## config.mk

```make
export PLATFORM = sky130hd
export DESIGN_NAME = median_quickselect_unit
export DESIGN_NICKNAME = d
export VERILOG_FILES = /design/src/sv/mqs_pkg.sv /design/src/sv/mqs_ctrl.sv /design/src/sv/mqs_dpath.sv /design/src/sv/median_quickselect_unit.sv
export VERILOG_INCLUDE_DIRS = /design/src /design/src/sv
export SDC_FILE = /design/constraint.sdc
export NUM_CORES = 1
export LEC_CHECK = 0
export BUFFER_PORTS_ARGS = -buffer_cell sky130_fd_sc_hd__buf_2
export CAP_MARGIN = 0
export CORE_MARGIN = 2
export CORE_UTILIZATION = 66
export DETAILED_ROUTE_END_ITERATION = 8
export PLACE_DENSITY_LB_ADDON = 0.3
export RECOVER_POWER = 25
export SYNTH_ARGS = -nofsm -noshare
export SYNTH_HDL_FRONTEND = slang
export SYNTH_SLANG_ARGS = --single-unit
```

## constraint.sdc

```tcl
create_clock -name aclk -period 17.65 [get_ports aclk]
set_input_delay 3.53 -clock aclk [delete_from_list [all_inputs] [get_ports aclk]]
set_output_delay 3.53 -clock aclk [all_outputs]
set_load 0.01 [all_outputs]
```

## src/sv/assert_macros.svh

```systemverilog
// ----------------------------------------------------------------------------
// Assertion macros
// Shared concurrent assertion helpers for the RTL.
// ----------------------------------------------------------------------------
`ifndef ASSERT_MACROS_SVH
`define ASSERT_MACROS_SVH

// Property checked at every clock edge, disabled while reset is asserted.
`define ASSERT_CLK(label, clk, rstn, prop) \
    label: assert property (@(posedge clk) disable iff (!rstn) (prop)) \
        else $error("assertion failed");

// Property checked at every clock edge, reset included.
`define ASSERT_ALWAYS(label, clk, prop) \
    label: assert property (@(posedge clk) (prop)) \
        else $error("assertion failed");

`endif

```

## src/sv/mqs_pkg.sv

```systemverilog
// ----------------------------------------------------------------------------
// mqs_pkg
// Types and constants shared by the median/rank selector modules.
// ----------------------------------------------------------------------------
`default_nettype none
package mqs_pkg;
    localparam int MAX_SAMPLES = 32;
    localparam int SAMPLE_BITS = 16;
    localparam int ADDR_BITS   = $clog2(MAX_SAMPLES);
    localparam int CNT_BITS    = 6;
    localparam int RANK_BITS   = 6;
    localparam int PADDR_BITS  = 3;

    localparam logic [PADDR_BITS-1:0] REG_USE_RANK = 3'd0;
    localparam logic [PADDR_BITS-1:0] REG_RANK     = 3'd4;

    typedef enum logic [2:0] {
        S_LOAD, S_CAND_RD, S_CAND_LD, S_SCAN_RD, S_SCAN_CMP, S_EVAL, S_OUT
    } mqs_state_t;

    typedef struct packed {
        logic load_wr;
        logic i_clr;
        logic i_inc;
        logic j_clr;
        logic j_inc;
        logic rd_sel_j;
        logic cand_ld;
        logic cmp;
        logic eval;
        logic out_ld;
    } mqs_cmd_t;

    typedef struct packed {
        logic i_last;
        logic j_last;
        logic out_free;
    } mqs_sts_t;
endpackage
`default_nettype wire

```

## src/sv/mqs_ctrl.sv

```systemverilog
// ----------------------------------------------------------------------------
// mqs_ctrl
// Sequencer for loading the set and scanning it for the selected ranks.
// ----------------------------------------------------------------------------
`default_nettype none
module mqs_ctrl (
    input  wire                aclk,
    input  wire                aresetn,
    input  wire                s_tvalid,
    input  wire                s_tlast,
    output logic               s_tready,
    input  mqs_pkg::mqs_sts_t  sts,
    output mqs_pkg::mqs_cmd_t  cmd
);
    import mqs_pkg::*;

    mqs_state_t state_reg, state_next;

    always_ff @(posedge aclk) begin
        if (!aresetn) begin
            state_reg <= S_LOAD;
        end else begin
            state_reg <= state_next;
        end
    end

    always_comb begin
        state_next = state_reg;
        cmd        = '0;
        s_tready   = 1'b0;
        case (state_reg)
            S_LOAD: begin
                s_tready = 1'b1;
                if (s_tvalid) begin
                    cmd.load_wr = 1'b1;
                    if (s_tlast) begin
                        cmd.i_clr  = 1'b1;
                        state_next = S_CAND_RD;
                    end
                end
            end
            S_CAND_RD: begin
                state_next = S_CAND_LD;
            end
            S_CAND_LD: begin
                cmd.cand_ld = 1'b1;
                cmd.j_clr   = 1'b1;
                state_next  = S_SCAN_RD;
            end
            S_SCAN_RD: begin
                cmd.rd_sel_j = 1'b1;
                state_next   = S_SCAN_CMP;
            end
            S_SCAN_CMP: begin
                cmd.cmp    = 1'b1;
                cmd.j_inc  = 1'b1;
                state_next = sts.j_last ? S_EVAL : S_SCAN_RD;
            end
            S_EVAL: begin
                cmd.eval   = 1'b1;
                cmd.i_inc  = 1'b1;
                state_next = sts.i_last ? S_OUT : S_CAND_RD;
            end
            S_OUT: begin
                if (sts.out_free) begin
                    cmd.out_ld = 1'b1;
                    state_next = S_LOAD;
                end
            end
            default: begin
                state_next = S_LOAD;
            end
        endcase
    end
endmodule
`default_nettype wire

```

## src/sv/mqs_dpath.sv

```systemverilog
// ----------------------------------------------------------------------------
// mqs_dpath
// Sample store, rank counters and result register.
// ----------------------------------------------------------------------------
`default_nettype none
`include "assert_macros.svh"
module mqs_dpath (
    input  wire                                  aclk,
    input  wire                                  aresetn,
    input  wire signed [mqs_pkg::SAMPLE_BITS-1:0] sample,
    input  wire                                  use_rank,
    input  wire        [mqs_pkg::RANK_BITS-1:0]   rank,
    input  mqs_pkg::mqs_cmd_t                     cmd,
    output mqs_pkg::mqs_sts_t                     sts,
    input  wire                                  m_tready,
    output logic                                 m_tvalid,
    output logic signed [mqs_pkg::SAMPLE_BITS-1:0] value,
    output logic       [mqs_pkg::CNT_BITS-1:0]    set_size,
    output logic                                 error
);
    import mqs_pkg::*;

    logic signed [SAMPLE_BITS-1:0] mem [MAX_SAMPLES];
    logic signed [SAMPLE_BITS-1:0] rd_data_reg;
    logic signed [SAMPLE_BITS-1:0] cand_reg, lo_reg, hi_reg;
    logic [CNT_BITS-1:0] cnt_reg, i_reg, j_reg, lt_reg, le_reg;
    logic                ovf_reg, m_tvalid_reg;
    logic [ADDR_BITS-1:0] rd_addr;
    logic [CNT_BITS-1:0]  k0, k1;
    logic                even, rank_err;
    logic signed [SAMPLE_BITS:0] sum;
    logic signed [SAMPLE_BITS:0] avg;

    assign rd_addr = cmd.rd_sel_j ? j_reg[ADDR_BITS-1:0] : i_reg[ADDR_BITS-1:0];

    always_ff @(posedge aclk) begin
        if (cmd.load_wr && cnt_reg < CNT_BITS'(MAX_SAMPLES)) begin
            mem[cnt_reg[ADDR_BITS-1:0]] <= sample;
        end
        rd_data_reg <= mem[rd_addr];
    end

    // Zero-based target ranks; the second is used for an even-count median.
    assign k0       = use_rank ? rank - 1'b1 : (cnt_reg - 1'b1) >> 1;
    assign k1       = k0 + 1'b1;
    assign even     = !use_rank && !cnt_reg[0];
    assign rank_err = use_rank && (rank == '0 || rank > cnt_reg);
    assign sum      = {lo_reg[SAMPLE_BITS-1], lo_reg} + {hi_reg[SAMPLE_BITS-1], hi_reg};
    // Arithmetic halving rounds down; adding the sign bit first truncates toward zero.
    assign avg      = (sum + {{SAMPLE_BITS{1'b0}}, sum[SAMPLE_BITS]}) >>> 1;

    assign sts.i_last   = (i_reg == cnt_reg - 1'b1);
    assign sts.j_last   = (j_reg == cnt_reg - 1'b1);
    assign sts.out_free = !m_tvalid_reg || m_tready;

    always_ff @(posedge aclk) begin
        if (!aresetn) begin
            cnt_reg      <= '0;
            ovf_reg      <= 1'b0;
            m_tvalid_reg <= 1'b0;
        end else begin
            if (cmd.load_wr) begin
                if (cnt_reg < CNT_BITS'(MAX_SAMPLES)) begin
                    cnt_reg <= cnt_reg + 1'b1;
                end else begin
                    ovf_reg <= 1'b1;
                end
            end
            if (cmd.out_ld) begin
                cnt_reg      <= '0;
                ovf_reg      <= 1'b0;
                m_tvalid_reg <= 1'b1;
            end else if (m_tready) begin
                m_tvalid_reg <= 1'b0;
            end
        end
    end

    always_ff @(posedge aclk) begin
        if (cmd.i_clr) i_reg <= '0;
        else if (cmd.i_inc) i_reg <= i_reg + 1'b1;
        if (cmd.j_clr) j_reg <= '0;
        else if (cmd.j_inc) j_reg <= j_reg + 1'b1;
        if (cmd.cand_ld) begin
            cand_reg <= rd_data_reg;
            lt_reg   <= '0;
            le_reg   <= '0;
        end else if (cmd.cmp) begin
            if (rd_data_reg < cand_reg) lt_reg <= lt_reg + 1'b1;
            if (rd_data_reg <= cand_reg) le_reg <= le_reg + 1'b1;
        end
        if (cmd.eval) begin
            if (lt_reg <= k0 && k0 < le_reg) lo_reg <= cand_reg;
            if (lt_reg <= k1 && k1 < le_reg) hi_reg <= cand_reg;
        end
        if (cmd.out_ld) begin
            value    <= rank_err ? '0 : (even ? avg[SAMPLE_BITS-1:0] : lo_reg);
            set_size <= cnt_reg;
            error    <= rank_err || ovf_reg;
        end
    end

    assign m_tvalid = m_tvalid_reg;

    `ASSERT_CLK(a_cnt_bound, aclk, aresetn, cnt_reg <= CNT_BITS'(MAX_SAMPLES))
    `ASSERT_CLK(a_clear_after_out, aclk, aresetn, cmd.out_ld |=> cnt_reg == '0 && !ovf_reg)
    `ASSERT_CLK(a_lt_le, aclk, aresetn, $past(cmd.cmp) |-> lt_reg <= le_reg)
endmodule
`default_nettype wire

```

## src/sv/median_quickselect_unit.sv

```systemverilog
// A set of n samples loads at one beat per cycle while s_tready is high; the input
// is held off during selection, which is a ranking scan through the single read
// port of the sample store, and the result then goes to the output register.
// A new set is taken only once the previous result has entered that register.
// Reset (aresetn, synchronous, active low) empties the set, drops any pending
// result and sets use_rank to 0 and rank to 1.
// ----------------------------------------------------------------------------
// median_quickselect_unit
// Median or rank selector over a loaded set of signed samples.
// ----------------------------------------------------------------------------
`default_nettype none
module median_quickselect_unit (
    input  wire         aclk,
    input  wire         aresetn,
    // APB-style configuration port.
    input  wire         psel,
    input  wire         penable,
    input  wire         pwrite,
    input  wire  [2:0]  paddr,
    input  wire  [31:0] pwdata,
    output logic [31:0] prdata,
    output logic        pready,
    // Input stream.
    input  wire         s_tvalid,
    output logic        s_tready,
    input  wire  [15:0] s_tdata,   // [15:0] sample
    input  wire         s_tlast,   // last sample of the set
    // Result stream.
    output logic        m_tvalid,
    input  wire         m_tready,
    output logic [23:0] m_tdata,   // [15:0] value, [21:16] set_size, [23:22] zero
    output logic        m_tuser    // [0] error
);
    import mqs_pkg::*;

    logic                 use_rank_reg;
    logic [RANK_BITS-1:0] rank_reg;
    logic                 wr_en;
    mqs_cmd_t             cmd;
    mqs_sts_t             sts;
    logic signed [SAMPLE_BITS-1:0] value;
    logic [CNT_BITS-1:0]  set_size;
    logic                 error;

    // Configuration registers. The write lands in the access phase; pready
    // is tied high so no access has wait states.
    assign pready = 1'b1;
    assign wr_en  = psel && penable && pwrite;

    always_ff @(posedge aclk) begin
        if (!aresetn) begin
            use_rank_reg <= 1'b0;
            rank_reg     <= RANK_BITS'(1);
        end else if (wr_en) begin
            case (paddr)
                REG_USE_RANK: use_rank_reg <= pwdata[0];
                REG_RANK:     rank_reg     <= pwdata[RANK_BITS-1:0];
                default:      ;
            endcase
        end
    end

    always_comb begin
        case (paddr)
            REG_USE_RANK: prdata = {31'd0, use_rank_reg};
            REG_RANK:     prdata = {{(32-RANK_BITS){1'b0}}, rank_reg};
            default:      prdata = '0;
        endcase
    end

    // The controller sequences the load and the ranking scan; the datapath
    // holds the store, the counters and the output register.
    mqs_ctrl u_ctrl (
        .aclk     (aclk),
        .aresetn  (aresetn),
        .s_tvalid (s_tvalid),
        .s_tlast  (s_tlast),
        .s_tready (s_tready),
        .sts      (sts),
        .cmd      (cmd)
    );

    mqs_dpath u_dpath (
        .aclk     (aclk),
        .aresetn  (aresetn),
        .sample   (s_tdata),
        .use_rank (use_rank_reg),
        .rank     (rank_reg),
        .cmd      (cmd),
        .sts      (sts),
        .m_tready (m_tready),
        .m_tvalid (m_tvalid),
        .value    (value),
        .set_size (set_size),
        .error    (error)
    );

    assign m_tdata = {2'b00, set_size, value};
    assign m_tuser = error;
endmodule
`default_nettype wire
```

Yosys cells after proc, flatten, opt, wreduce, memory -nomap -nowiden
Memory sizes are Yosys's and may differ from the RTL's. A register that Yosys moved wholly into a read port is not among the register bits.
Index checks and enable logic that the tools add are counted.
{"block": "totals", "register_bits": 113, "mem_bits_rw": 512, "input_bits": 59, "output_inout_bits": 60, "word_cells": 100, "mem_count": 1}
{"block": "classes", "n_addsub": 10, "magnitude_cmp": 8, "eq_ne": 12, "n_mux": 24, "bitwise": 2, "reduce_logical": 27}
{"name": "u_dpath.mem", "words": 32, "width": 16, "rd": 1, "rd_clocked_by_memory_dff": 1, "wr": 1, "line": "mqs_dpath.sv:23", "source": "logic signed [SAMPLE_BITS-1:0] mem [MAX_SAMPLES];"}
{"operator": "$add A6 B1 Y6 const B", "n": 6}
{"operator": "$pmux W3 S7", "n": 1}
{"operator": "$add A16 B16 Y17", "n": 1}
{"operator": "$add A17 B1 Y17", "n": 1}
{"operator": "$le A16 B16 Y1", "n": 1}
{"operator": "$lt A16 B16 Y1", "n": 1}
{"operator": "$mux W16", "n": 1}
{"operator": "$reduce_and A2 Y1", "n": 8}
{"operator": "$mux W3", "n": 5}
{"operator": "$eq A3 B3 Y1 const B", "n": 4}
{"operator": "$eq A6 B6 Y1", "n": 2}
{"operator": "$le A6 B6 Y1", "n": 2}
{"operator": "$lt A6 B6 Y1", "n": 2}
{"operator": "$mux W1", "n": 12}
{"operator": "$pmux W6 S2", "n": 1}
{"operator": "$sub A6 B1 Y6 const B", "n": 2}
{"operator": "$logic_and A1 B1 Y1", "n": 7}
{"operator": "$eq A3 B2 Y1 const B", "n": 2}
{"operator": "$gt A6 B6 Y1", "n": 1}
{"operator": "$logic_not A3 Y1", "n": 2}
{"operator": "$logic_not A6 Y1", "n": 1}
{"operator": "$lt A6 B6 Y1 const B", "n": 1}
{"operator": "$mux W6", "n": 1}
{"operator": "$ne A2 B2 Y1 const B", "n": 3}
{"operator": "other kinds (9)", "n": 15}

Logic depth before layout (Yosys ltp)
Gate-level depths: netlist (run 1).
{"block": "logic_depth", "ltp_word": 6, "depth_mapped": 17, "depth_no_buf": 16}

Hierarchy
A second synthesis (run 1) with hierarchy kept.
{"block": "unflattened", "cells_unflattened": 1764, "hier_area_um2": 27629.0}
{"mod": "mqs_dpath", "instances": 1, "cells_per_inst": 1660, "area_each_um2": 26790.7, "seq_area_each_um2": 18467.7}
{"mod": "median_quickselect_unit", "instances": 1, "cells_per_inst": 71, "area_each_um2": 594.3, "seq_area_each_um2": 140.1}
{"mod": "mqs_ctrl", "instances": 1, "cells_per_inst": 33, "area_each_um2": 244.0, "seq_area_each_um2": 60.1}

Worst setup path after synthesis (run 1)
Ideal clock, no wire load.
{"block": "synth_path", "path_kind": "input to output", "startpoint": "input port paddr[1]", "endpoint": "output port prdata[1]", "arrival_time_ns": 3.949, "required_time_ns": 14.120, "slack_ns": 10.171, "cell_stages": 3, "path_buffers": 0, "path_cell_list": "nor2_1 -> nand2_1 -> nor2_1"}
{"block": "synth_via", "elab_chain_cells": 2, "word_cells_on_any_way": 3, "cone_classes": "1 x eq/ne; 1 x mux; 1 x reduce/logical"}
{"element": "from (decl)", "line": "median_quickselect_unit.sv:19", "source": "input wire [2:0] paddr,"}
{"element": "$eq A3 B3 Y1 / $logic_not A3 Y1 (equally long branches)", "line": "median_quickselect_unit.sv:64", "source": "case (paddr)"}
{"element": "$pmux W6 S2 *", "line": "median_quickselect_unit.sv:64"}
{"element": "to (decl)", "line": "median_quickselect_unit.sv:21", "source": "output logic [31:0] prdata,"}
Every way passes the cells marked *; elsewhere a longest branch is shown, timed or not.

Worst setup path after layout (run 1)
Same ends and word-level chain as after synthesis.

==> key figures, run 1 <==
STA
  – Slew headroom: -11.35%
  – Slew @ Worst Pin: around 1.7 ns
  – Min cycle time layout: between 7 and 8 ns
  – Slew Viols, Final: between 200 and 300
  – Final Skew: roughly 0.033 ns
  – Final cycle utilization of the critical path: a little over two fifths
  – Setup Viol. Count Final: 0
  – Fin Setup TNS: 0 ns
  – Final Hold Vio Count: 0
  – Unrepaired setup endpoints after global routing: false
  – Fmax: ~0.13 GHz

GRT
  – Antenna violations before repair: 0
  – Global-route wire length before repair: between 90 and 100 mm
  – Largest net degree at the start of global routing: 112
  – Grt ovf: 0
  – Global-route usage over all layers: between 20 and 30%
  – Vias in the first global route: about 16k

Synth
  – Synth area leader: edfxtp_1
  – Synth top area cells: edfxtp_1 (64%), mux4_2 (10%), dfxtp_1 (4.2%)
  – Syn Area/Cell: approximately 16 sq um
  – Yosys top cell area share: between 60% and 70%
  – Synthesized instance count: 1735
  – Ys Warns: 0
  – Mapped cell area: 0.02755 sq mm
  – FF+latch count, synth: roughly 640
  – Post-synth cell types: 78
  – Ys flop type: edfxtp_1
  – Number of enable flip-flop cells after synthesis: just under 600
  – Synth async-reset ratio: 0%
  – Post-synthesis sequential area ratio: ~68%

Clock network
  – Clock latency at the later pin of the worst-skew pair: 0.63 ns
  – H-tree level count: 2
  – CTS resizes: 0
  – Reg clk slew, reported paths: 0.06 ns
  – Num CTS Buffers: 60
  – CTS max path bufs: 3
  – CTS tree: built
  – Post-CTS Setup Repair Bufs: 0
  – # clock sinks: between 600 and 700
  – Hold Buf Count CTS: 0
  – Root Buffer: clkbuf_16

Pwr
  – Maximum vdd drop: ~140 uV
  – PwrDens: approximately 110 mW/mm^2
  – Comb pwr share: ~7.6%
  – Clock power frac: between 30% and 40%
  – Power Internal: about 2500 uW
  – Leak: around 0.011 uW
  – Reg power frac: between 50% and 60%
  – NetSw: around 720 uW
  – Switch share: around 22%

Critical path
  – Setup crit start: paddr[1]
  – CP arrival: around 4.2 ns
  – Capture point of the worst reg-to-reg path: u_dpath.rd_data_reg[9]$_DFF_P_
  – CP Buf/Inv Count: 2
  – Critical Path End Type: output pin
  – R2R Setup Slk: approximately 13 ns
  – Critical path, cell by cell: buf_2, nor2_1, nand2_1, nor2_1, buf_2
  – Worst R2R Path Depth: 9
  – Delay-heaviest family, CP: simple AND/OR/NAND/NOR gates
  – CP Depth: 5
  – CP required: ~14 ns
  – Max stage delay on crit path: about 0.22 ns
  – Worst path slowest cell: nor2_1
  – Nature of the critical path startpoint: input port
  – R2r startpoint: u_ctrl.state_reg[1]$_SDFFE_PN0P_
  – CP Class: in -> out
  – Maximum fanout along the worst path: 5
  – Worst setup endpoint: prdata[1]

Placed design
  – Routability Congestion: approximately 0.89
  – Post-DP HPWL: 35.54 mm
  – Number of I/O port buffers: 63
  – Placed inst area: between 0.02 and 0.03 sq mm

Floorplan
  – Core area: a little over 0.04 sq mm
  – IO Pins: roughly 120
  – Die Y: 208.3 microns
  – Cell row count: 74
  – Die W: 208.3 microns
  – Die ar.: 0.04340 sq mm
  – Initial core utilization: 67.17%

Detailed routing
  – DR DRC count: 0
  – Vias per cell: between 6 and 7
  – 1st-iter DRT viols: 1848
  – 1st-pass router iterations: 7
  – WL final: approximately 60 mm
  – Routed len/inst: roughly 25 microns
  – Routed vias: between 15k and 20k
  – Antenna Nets Post-Route: 0

Hold path
  – Hold Crit Class: reg -> reg

Final layout
  – Final #Nets: approximately 2.0k
  – # diodes: 0
  – Synthesis-to-finish area growth: 9.991%
  – Share of cells above drive strength 1: approximately 18%
  – Max FFs per register: about 510
  – Post-route cell area: between 0.03 and 0.04 sq mm

Status
  – Failing checks: capacitance limit, slew limit
  – Status: complete, but fails checks

Job
  – Max Cap Viol: 9
## area by class of cell
cell class	instances	area (sq um)
fillers	2369	10710
flip-flops and latches	641	18670
inverters	50	187.7
repair buffers	105	626.9
clock inverters	34	349.1
clock buffers	76	1634
multi-input cells	967	8173
well taps	532	665.6
## worst reg2reg max path: stages (launching register included)
cell,delay [ns]
dfxtp_1,0.61
nand2_1,0.17
or2_1,0.49
mux2i_4,0.93
buf_12,0.73
mux4_2,0.76
nand2_1,0.11
nand3_1,0.17
nand3_1,0.22
o21ai_1,0.16
## cell usage in the layout, fill, tap and decap left out, types with 20 or more instances in the layout
cell       netlist  routed
mux4_2         128     128
xnor2_1         34      34
buf_2           23      53
clkbuf_1        32      22
a21oi_1         33      33
clkbuf_16        0      62
edfxtp_1       583     583
o21ai_0         19      20
dfxtp_1         58      58
xor2_1          24      24
ha_1            72      72
nand2_1        194     194
nor2_1          88      88
inv_1           49      49
buf_4           29      40
conb_1           2      29
nand3_1        101     101
## Yosys cell counts, types with 17 or more instances
cell	instances
o21ai_0	19
ha_1	72
buf_2	23
mux2i_1	20
nand3_1	101
buf_4	29
o21ai_1	18
mux4_2	128
edfxtp_1	583
xor2_1	24
nand2_1	194
a21o_1	17
inv_1	49
nor2_1	88
xnor2_1	34
dfxtp_1	58
clkbuf_1	32
a21oi_1	33
## stage by stage
step	cells	hold slack [ns]	total power [uW]	util (%)	setup slack (ns)
6_report	2405	0.4340	3236	73.88	9.933
4_1_cts	2405	0.4353	3249	73.98	9.950
2_1_floorplan	1762	0.4029	1897	-	10.17
3_5_place_dp	2295	0.4203	1975	69.14	9.952
5_1_grt	2405	0.4395	3330	73.88	9.864
3_3_place_gp	2295	0.4166	1960	69.14	9.986
## cells by family (layout without fill, tap and decap cells)
family | after synthesis | after routing | synth area share [%]
AO/OA/AOI/OAI | 157 | 157 | 3.792
XOR/XNOR | 60 | 60 | 1.962
adder cells (fa/ha/maj) | 73 | 73 | 3.342
buffers and inverters | 154 | 265 | 3.088
flip-flops | 641 | 641 | 67.76
multiplexers | 154 | 154 | 11.48
other | 2 | 29 | 0.02726
AND/OR/NAND/NOR | 494 | 494 | 8.556
## routing by layer
metal / wire, microns / vias to the layer above / global-route usage (%)
met5: 0 / - / 0
met4: 1560 / 0 / 8.683
met3: 5163 / 99 / 4.272
met2: 30040 / 803 / 46.86
met1: 22930 / 7703 / 38.26
li1: - / 6779 / -
## power by group through the flow
| stage | Combinational, uW | Sequential, uW | Clock (uW) |
|---|---|---|---|
| 2_1_floorplan | 172 | 1720 | 0 |
| 3_3_place_gp | 230 | 1730 | 0 |
| 3_5_place_dp | 243 | 1730 | 0 |
| 4_1_cts | 246 | 1700 | 1300 |
| 5_1_grt | 271 | 1700 | 1360 |
| 6_report | 245 | 1700 | 1290 |
## worst min-delay path by stage
stage / start / endpoint / slack, ns / cells after the start
global route: u_dpath.rd_data_reg[7]$_DFF_P_ / u_dpath.cand_reg[7]$_DFFE_PP_ / 0.44 / 0
detailed placement: u_dpath.rd_data_reg[10]$_DFF_P_ / u_dpath.cand_reg[10]$_DFFE_PP_ / 0.42 / 0
CTS: u_dpath.rd_data_reg[13]$_DFF_P_ / u_dpath.cand_reg[13]$_DFFE_PP_ / 0.44 / 0
floorplan: u_dpath.cnt_reg[2]$_SDFFE_PP0P_ / u_dpath.set_size[2]$_DFFE_PP_ / 0.40 / 0
global placement: u_dpath.rd_data_reg[0]$_DFF_P_ / u_dpath.cand_reg[0]$_DFFE_PP_ / 0.42 / 0
finish: u_dpath.rd_data_reg[13]$_DFF_P_ / u_dpath.cand_reg[13]$_DFFE_PP_ / 0.43 / 0
Note: power is estimated with default switching activity, not from simulation.
==> run 2, diff against run 1 <==
--- a/config.mk
+++ b/config.mk
@@ -9,7 +9,7 @@
 export BUFFER_PORTS_ARGS = -buffer_cell sky130_fd_sc_hd__buf_2
 export CAP_MARGIN = 0
 export CORE_MARGIN = 2
-export CORE_UTILIZATION = 66
+export CORE_UTILIZATION = 56
 export DETAILED_ROUTE_END_ITERATION = 8
 export PLACE_DENSITY_LB_ADDON = 0.3
 export RECOVER_POWER = 25
==> constraint.sdc (replaced) <==
create_clock -name aclk -period 6.95 [get_ports aclk]
set_input_delay 1.39 -clock aclk [delete_from_list [all_inputs] [get_ports aclk]]
set_output_delay 1.39 -clock aclk [all_outputs]
set_load 0.01 [all_outputs]
==> run 2 against run 1 <==
  * The flow still finishes with violations (capacitance limit, slew limit)
  * Final area rose by 1.0%
  * Critical endpoint is now u_dpath.hi_reg[12]$_DFFE_PP_
  * Critical path type is now reg -> reg
  * Sequential share of layout area fell by 0.61 points
  * Combinational power rose to 2.5 times the previous value
==> key figures, run 2 (synthesis results as in run 1) <==
Status
  – Status: complete, but fails checks
  – Failing checks: capacitance limit, slew limit

Final layout
  – Sequential cell area: 0.01867 sq mm
  – Area occupied by multi-input gates: between 0.008 and 0.009 sq mm
  – Commonest non-fill, non-tap cell in the layout: edfxtp_1
  – Share of cells above drive strength 1: approximately a fifth
  – Final #Nets: 1955
  – Fillers: about 3.5k
  – # diodes: 0
  – Synthesis-to-finish area growth: 11.09%
  – Max FFs per register: between 500 and 600
  – Most frequent cells in the layout: edfxtp_1 (583), nand2_1 (194), mux4_2 (128)

STA
  – Slew Viols, Final: around 330
  – Final Skew: 0.02339 ns
  – Setup Viol. Count Final: 0
  – Slew headroom: -9.224%
  – Min cycle time layout: between 4 and 5 ns
  – Slew @ Worst Pin: 1.638 ns
  – Unrepaired setup endpoints after global routing: false
  – Fmax: around 0.23 GHz
  – Hold WS: 0.4265 ns
  – Final Hold Vio Count: 0
  – Fin Setup TNS: 0 ns
  – Final cycle utilization of the critical path: roughly 63%

GRT
  – Grt met1 use: 32.92%
  – Grt ovf: 0
  – Met2 usage: around 36%
  – Largest net degree at the start of global routing: approximately 130
  – Global-route wire length before repair: just under 90 mm
  – Vias in the first global route: between 10k and 15k
  – Global-route usage over all layers: 23.22%
  – M3 GR Usage: slightly above 5%
  – Top Usage Layer GRT: met2
  – Antenna violations before repair: 0

Detailed routing
  – Routed vias: approximately 15k
  – WL final: 57.44 mm
  – 1st-iter DRT viols: roughly 1.4k
  – Antenna Nets Post-Route: 0
  – Vias per cell: 5.901
  – 1st-pass router iterations: 5
  – Routed len/inst: 22.64 microns
  – DR DRC count: 0

Floorplan
  – Die Y: between 200 and 250 microns
  – Die W: ~230 microns
  – Initial core utilization: between 50 and 60%
  – Cell row count: 81
  – Core area: roughly 0.049 sq mm
  – IO Pins: 119
  – Die ar.: ~0.051 sq mm

Hold path
  – Hold Crit Class: reg -> reg
  – Worst hold path depth: 0
  – Worst hold start: u_dpath.rd_data_reg[1]$_DFF_P_
  – Hold path endpoint: u_dpath.cand_reg[1]$_DFFE_PP_

Critical path
  – Maximum fanout along the worst path: 16
  – Capture point of the worst reg-to-reg path: u_dpath.hi_reg[12]$_DFFE_PP_
  – R2R Setup Slk: 2.57 ns
  – CP arrival: ~4.7 ns
  – Critical Path End Type: register
  – CP Class: reg -> reg
  – Worst R2R Path Depth: 17
  – Nature of the critical path startpoint: register
  – CP required: between 7 and 8 ns
  – R2r startpoint: u_dpath.cnt_reg[0]$_SDFFE_PP0P_

Placed design
  – Routability Congestion: slightly above 0.9
  – Post-DP HPWL: approximately 35 mm
  – Number of I/O port buffers: 63

Job
  – Max Cap Viol: 10

Clock network
  – Clock latency at the later pin of the worst-skew pair: 0.60 ns
  – # clock sinks: between 600 and 700
  – Post-CTS Setup Repair Bufs: 0
  – Num CTS Buffers: 66
  – CTS resizes: 0
  – Hold Buf Count CTS: 0
  – CTS tree: built
  – CTS max path bufs: 3
  – H-tree level count: 3
  – Root Buffer: clkbuf_16
  – Reg clk slew, reported paths: ~0.070 ns

Pwr
  – PwrDens: roughly 270 mW/mm^2
  – Maximum vdd drop: 269.2 uV
  – Leak: between 0.01 and 0.015 uW
-- run 2: final cells by class --
cell class / instances / area share, %
Clock buffer: 78 / 5.813
Clock inverter: 40 / 1.165
Inverter: 50 / 0.6132
Multi-Input combinational cell: 967 / 26.80
Sequential cell: 641 / 60.99
Tap cell: 664 / 2.714
Timing Repair Buffer: 97 / 1.905
-- run 2: power by group --
group / switching, uW / leakage, uW / internal [uW] / total (uW)
sequential: 43.1 / 0.00573 / 4280 / 4320
combinational: 376 / 0.00397 / 241 / 617
clock: 1460 / 0.00105 / 2000 / 3460
total: 1880 / 0.0107 / 6510 / 8390
-- run 2: worst max-delay path by stage --
stage | endpoint | slack (ns) | cells past startpoint | from
2_1_floorplan | u_dpath.hi_reg[0]$_DFFE_PP_ | 1.08 | 17 | u_dpath.cnt_reg[0]$_SDFFE_PP0P_
3_3_place_gp | u_dpath.hi_reg[8]$_DFFE_PP_ | 2.68 | 17 | u_dpath.cnt_reg[0]$_SDFFE_PP0P_
3_5_place_dp | u_dpath.hi_reg[9]$_DFFE_PP_ | 2.57 | 17 | u_dpath.cnt_reg[0]$_SDFFE_PP0P_
4_1_cts | u_dpath.hi_reg[6]$_DFFE_PP_ | 2.57 | 17 | u_dpath.cnt_reg[0]$_SDFFE_PP0P_
5_1_grt | u_dpath.hi_reg[10]$_DFFE_PP_ | 2.22 | 17 | u_dpath.cnt_reg[0]$_SDFFE_PP0P_
6_report | u_dpath.hi_reg[12]$_DFFE_PP_ | 2.57 | 17 | u_dpath.cnt_reg[0]$_SDFFE_PP0P_
-- run 2: per-layer routing --
| layer | share of wire, % | routed length [microns] | vias up |
|---|---|---|---|
| met4 | 3.0 | 1696 | 0 |
| met3 | 8.2 | 4705 | 100 |
| met5 | 0 | 0 | - |
| met1 | 42 | 23920 | 7487 |
| li1 | - | - | 6793 |
| met2 | 47 | 27120 | 591 |
-- run 2: per-stage QoR --
| step | power, uW | area, sq um | utilization, % | std cells | worst slack, ns |
|---|---|---|---|---|---|
| 2_1_floorplan | 4817 | 27650 | - | 1762 | 1.085 |
| 3_3_place_gp | 4988 | 28480 | 58.43 | 2419 | 2.679 |
| 3_5_place_dp | 5014 | 28480 | 58.43 | 2419 | 2.569 |
| 4_1_cts | 8452 | 30620 | 62.81 | 2537 | 2.567 |
| 5_1_grt | 8674 | 30610 | 62.79 | 2537 | 2.221 |
| 6_report | 8395 | 30610 | 62.79 | 2537 | 2.574 |
-- run 2: worst max-delay path: stages (launching register included) --
cell and delay, ns:
dfxtp_1 0.68, inv_1 0.17, ha_1 0.25, xor2_1 0.36, nor2_1 0.10, a21oi_1 0.29
ha_1 0.25, xor2_1 0.21, inv_1 0.07, ha_1 0.30, o21a_1 0.12, o21a_1 0.16
o21ai_0 0.16, nand2b_1 0.08, a21oi_1 0.14, a31oi_1 0.06, a2111oi_2 0.34, buf_4 0.30
